===== src/rtl/core/pcpa_pkg.sv =====
// Shared constants, types and helpers for the per-CPU page allocator.
`default_nettype none

package pcpa_pkg;

	localparam int NUM_CPUS  = 8;
	localparam int NUM_PAGES = 4096;
	localparam int STEAL_MAX = 16;

	localparam int ADDR_W   = 32;
	localparam int PG_SHIFT = 12;
	localparam int PGNUM_W  = ADDR_W - PG_SHIFT;
	localparam int BASE_W   = PGNUM_W + 1;
	localparam int CPU_W    = $clog2(NUM_CPUS);
	localparam int PAGE_W   = $clog2(NUM_PAGES);
	localparam int LINK_W   = PAGE_W + 1;
	localparam int COUNT_W  = $clog2(2 * NUM_PAGES);
	localparam int TAKE_W   = $clog2(STEAL_MAX + 1);
	localparam int CFG_IDX_W = 1;

	localparam logic [COUNT_W-1:0] COUNT_MAX = COUNT_W'(2 * NUM_PAGES - 1);

	// configuration register indexes
	localparam logic [CFG_IDX_W-1:0] REG_LOW_LIMIT  = 1'b0;
	localparam logic [CFG_IDX_W-1:0] REG_HIGH_LIMIT = 1'b1;

	// result status codes
	localparam logic [1:0] ST_OK       = 2'd0;
	localparam logic [1:0] ST_BAD_FREE = 2'd1;
	localparam logic [1:0] ST_NO_PAGE  = 2'd2;

	// commands from the controller to the datapath
	typedef enum logic [3:0] {
		CMD_NONE,
		CMD_LATCH,
		CMD_FREE,
		CMD_SCAN_START,
		CMD_SCAN_NEXT,
		CMD_STEAL_START,
		CMD_WALK,
		CMD_STEAL_COMMIT,
		CMD_POP_READ,
		CMD_POP_COMMIT,
		CMD_FAIL,
		CMD_EMIT
	} pcpa_cmd_t;

	// status from the datapath to the controller
	typedef struct packed {
		logic mode;
		logic me_valid;
		logic vic_has_pages;
		logic vic_valid;
		logic scan_wrap;
		logic walk_stop;
		logic out_free;
	} pcpa_stat_t;

	// cyclic successor of a CPU index
	function automatic logic [CPU_W-1:0] next_cpu(input logic [CPU_W-1:0] c);
		logic [CPU_W-1:0] n;
		if (c == CPU_W'(NUM_CPUS - 1)) begin
			n = '0;
		end else begin
			n = c + CPU_W'(1);
		end
		return n;
	endfunction

endpackage

`default_nettype wire


===== src/rtl/core/pcpa_ctrl.sv =====
// Controller state machine sequencing free, scan, steal walk and pop.
`default_nettype none

module pcpa_ctrl (
	input  wire logic                 clk,
	input  wire logic                 arst_n,
	input  wire logic                 in_valid,
	input  wire pcpa_pkg::pcpa_stat_t stat,
	output pcpa_pkg::pcpa_cmd_t       cmd,
	output logic                      busy
);

	typedef enum logic [3:0] {
		S_IDLE,
		S_DECODE,
		S_FREE,
		S_SCAN,
		S_STEAL,
		S_WALK,
		S_COMMIT,
		S_POP_RD,
		S_POP_WR,
		S_EMIT
	} state_t;

	state_t state_q;

	// issue the command for the current state
	always_comb begin
		cmd = pcpa_pkg::CMD_NONE;
		unique case (state_q)
			S_IDLE: begin
				if (in_valid) cmd = pcpa_pkg::CMD_LATCH;
			end
			S_DECODE: begin
				if (stat.mode && !stat.me_valid) cmd = pcpa_pkg::CMD_SCAN_START;
			end
			S_FREE: cmd = pcpa_pkg::CMD_FREE;
			S_SCAN: begin
				if (stat.vic_has_pages) begin
					cmd = pcpa_pkg::CMD_NONE;
				end else if (stat.scan_wrap) begin
					cmd = pcpa_pkg::CMD_FAIL;
				end else begin
					cmd = pcpa_pkg::CMD_SCAN_NEXT;
				end
			end
			S_STEAL: begin
				if (stat.vic_valid) begin
					cmd = pcpa_pkg::CMD_STEAL_START;
				end else begin
					cmd = pcpa_pkg::CMD_FAIL;
				end
			end
			S_WALK:   cmd = pcpa_pkg::CMD_WALK;
			S_COMMIT: cmd = pcpa_pkg::CMD_STEAL_COMMIT;
			S_POP_RD: cmd = pcpa_pkg::CMD_POP_READ;
			S_POP_WR: cmd = pcpa_pkg::CMD_POP_COMMIT;
			S_EMIT: begin
				if (stat.out_free) cmd = pcpa_pkg::CMD_EMIT;
			end
			default: cmd = pcpa_pkg::CMD_NONE;
		endcase
	end

	// advance the state
	always_ff @(posedge clk or negedge arst_n) begin
		if (!arst_n) begin
			state_q <= S_IDLE;
		end else begin
			unique case (state_q)
				S_IDLE: begin
					if (in_valid) state_q <= S_DECODE;
				end
				S_DECODE: begin
					if (!stat.mode) begin
						state_q <= S_FREE;
					end else if (stat.me_valid) begin
						state_q <= S_POP_RD;
					end else begin
						state_q <= S_SCAN;
					end
				end
				S_FREE: state_q <= S_EMIT;
				S_SCAN: begin
					if (stat.vic_has_pages) begin
						state_q <= S_STEAL;
					end else if (stat.scan_wrap) begin
						state_q <= S_EMIT;
					end
				end
				S_STEAL: begin
					if (stat.vic_valid) begin
						state_q <= S_WALK;
					end else begin
						state_q <= S_EMIT;
					end
				end
				S_WALK: begin
					if (stat.walk_stop) state_q <= S_COMMIT;
				end
				S_COMMIT: state_q <= S_POP_RD;
				S_POP_RD: state_q <= S_POP_WR;
				S_POP_WR: state_q <= S_EMIT;
				S_EMIT: begin
					if (stat.out_free) state_q <= S_IDLE;
				end
				default: state_q <= S_IDLE;
			endcase
		end
	end

	assign busy = (state_q != S_IDLE);

endmodule

`default_nettype wire


===== config.mk =====
export PLATFORM = sky130hd
export DESIGN_NAME = pcpa_ctrl
export DESIGN_NICKNAME = d
export VERILOG_FILES = /design/src/rtl/core/pcpa_pkg.sv /design/src/rtl/core/pcpa_ctrl.sv
export SDC_FILE = /design/constraint.sdc
export NUM_CORES = 1
export LEC_CHECK = 0
export BUFFER_PORTS_ARGS = -buffer_cell sky130_fd_sc_hd__buf_2
export CORE_ASPECT_RATIO = 0.9
export CORE_MARGIN = 2
export CORE_UTILIZATION = 30
export DETAILED_ROUTE_END_ITERATION = 16
export GPL_TIMING_DRIVEN = 0
export PLACE_DENSITY_LB_ADDON = 0.3
export SYNTH_ARGS = -nofsm -noshare
export SYNTH_HDL_FRONTEND = slang
export SYNTH_SLANG_ARGS = --single-unit

===== constraint.sdc =====
create_clock -name clk -period 1.55 [get_ports clk]
set_input_delay 0.0775 -clock clk [delete_from_list [all_inputs] [get_ports clk]]
set_output_delay 0.0775 -clock clk [all_outputs]
set_load 0.02 [all_outputs]

==> metrics <==
status finished, violations left; failing checks setup timing; Setup TNS Final -42.6 ps; Crit Path Class reg -> out; Overflow after GRT 0; initial antenna violation count 0; fin crit share 1.03; CTS tree yes; Num CTS Buffers 3; Adder-Cell Fraction of Synth Area 0; reg2reg end state_q[3]; Vias per Instance 5.71; clock-pin slew on the worst setup and hold paths 40 ps; max-slew violations 0; Tmin final 1590 ps; RSZ-0062 raised after global routing true; drt pass-1 iters 4; Util after Layout 0.516; post-layout net count 103; Reg area around 100 um^2; # port buffers 14; post-synthesis simple-gate area fraction 0.270; final WL 1580 um; Fillers 142; share of layout cells above drive strength 1 0.505; max FFs per register 4; reg2reg start state_q[2]; Clk Tree Root Cell clkbuf_4; Skew-Pair Late Insertion Delay 240 ps; synthesized flop and latch total 4; Synth Flop Type dfrtp_1; ant diodes 0; Final Hold Viols 0; Post-synth EDFFs 0; net count after synthesis 79; All-Layer GR Usage 0.163; largest family of logic cells by synthesized area compound AO/OA/AOI/OAI gates; mux contribution to synthesized area 0; CTS HTree Levels 1; DIE WIDTH 46.2 um; full die area 1940 um^2; routability cong. 0.831; Yosys Warn Count 0; Biggest register state_q; asr flop ratio synth 1.00; Required @ worst endpoint 1470 ps; CP endpoint kind output pin; Clock Sinks 4; library cells used by synthesis 33; VDD IR max 0.777 mV; CP Cell Sequence buf_6 > o311ai_2 > o31ai_2 > o22ai_1 > buf_4; Area Overhead vs Synth 58.4%; I/O pin cnt 15; Max stage delay on crit path 450 ps; post-synthesis sequential area ratio 0.208; leak pwr 0.000312 uW; Die Span Y 42.0 um; clk buf depth 2; worst slew pin tran 317 ps; CP max FO 6; number of remaining DRC errors 0; largest net degree at the start of global routing 11; Reg2Reg Depth 5; dpl hpwl 954 um; core area 1480 um^2; via count between 600 and 700; reg2reg setup slack 70 ps; area of the multi-input gates roughly 420 um^2; Syn Area/Cell 6.98 um^2; Final Cell Area 763 um^2; first-pass GRT wire length 2320 um; XOR/XNOR Fraction of Synth Area 0; maxcap violations 0; Final Skew 0.582 ps; PnR worst setup slack -42.6 ps; pwr dens 2180 nW/um^2; slowest cell on the critical path dfrtp_2; CP Data Arrival Time 1520 ps; crit path launch type flop; vias in the first global route 532; starting density of the core 0.325; wire per inst 14.0 um; post-synthesis compound-gate area fraction 0.410; Post-Syn Area between 400 and 500 um^2; largest registers state_q x4; synthesized instance count 69; DRT iter0 DRCs 15; Fmax about 0.63 GHz; Rows 13; Setup WS pre-CTS around 60 ps; Relative slew margins 0.787; Hold WC Path Type in -> async; Placed Area between 500 and 600 um^2; Setup Viol. Count Final 1; Antenna Nets Post-Route 0
==> metal layers <==
layer / GRT usage / part of all wire
met1: 0.211 / 0.40
met2: 0.225 / 0.50
met3: 0.0517 / 0.081
met4: 0.109 / 0.022
met5: 0 / 0
==> cells in the mapped netlist, drive strengths merged (2+ instances only) <==
master	number	area (um^2)
nand2	6	22.5
o22ai	2	12.5
or3b	2	17.5
o21ai	8	40.0
buf	5	31.3
o31ai	2	15.0
inv	5	18.8
a21oi	4	23.8
nor2	8	30.0
nor3	3	15.0
dfrtp	4	100
a31o	2	17.5
o311ai	3	26.3
==> kinds of logic after synthesis <==
family / after synthesis
simple gates: 25
buf+inv: 11
compound gates: 29
flops: 4
==> critical path, delay by kind of cell, from the launching register on <==
family	cells	cell delay [ps]
compound gates	3	510
buf+inv	2	320
flops	1	450
==> stage by stage <==
stage	instances	hold slack (ps)	power, uW
final	113	170	1660
after floorplan	69	-218	923
after global placement	105	-119	1150
after detailed placement	105	-115	1150
after global routing	113	177	1760
after CTS	112	164	1440
==> power by group <==
part           internal (uW)  leakage (uW)  total, uW  switching (uW)
clock                   87.0     0.0000138        135            48.4
sequential               160     0.0000479        237            76.6
combinational            607      0.000251       1290             682
total                    854      0.000312       1660             807
==> cells in the final DEF (no fill, tap or decap), types with 2 or more instances in the layout <==
master    netlist  final
dfrtp_2         0      2
o21ai_1         1      2
o21ai_0         7      6
dfrtp_1         4      2
nor2_1          8      5
clkbuf_4        0      3
a21oi_1         3      3
buf_4           0      9
buf_2           4     12
nor3_1          3      3
nand2_1         6      5
o22ai_1         2      2
buf_6           1      3
inv_1           4      4
nor2_4          0      2
o311ai_2        0      3
==> worst max path at each step <==
stage,from,end,slack [ps]
floorplan,state_q[2],cmd[1],110
global placement,state_q[2],cmd[1],40
detailed placement,state_q[2],cmd[1],60
CTS,state_q[2],cmd[1],-4
global route,state_q[2],cmd[1],-100
finish,state_q[2],cmd[1],-40
==> repair_timing <==
action / in CTS / in global routing
setup buffers: 4 / 1
endpoints found under the hold margin: 4 / 0
gates resized for setup: 16 / 16
endpoints found under the setup margin: 4 / 5
pin swaps: 5 / 2
hold buffers: 1 / 0
==> area by class of cell <==
type,count,share of cell area
Buffer,5,0.0607
Clock buffer,3,0.0295
Inverter,5,0.0246
Multi-Input combinational cell,54,0.551
Sequential cell,4,0.134
Tap cell,22,0.0361
Timing Repair Buffer,20,0.164
Power figures use the tool's default switching activity.
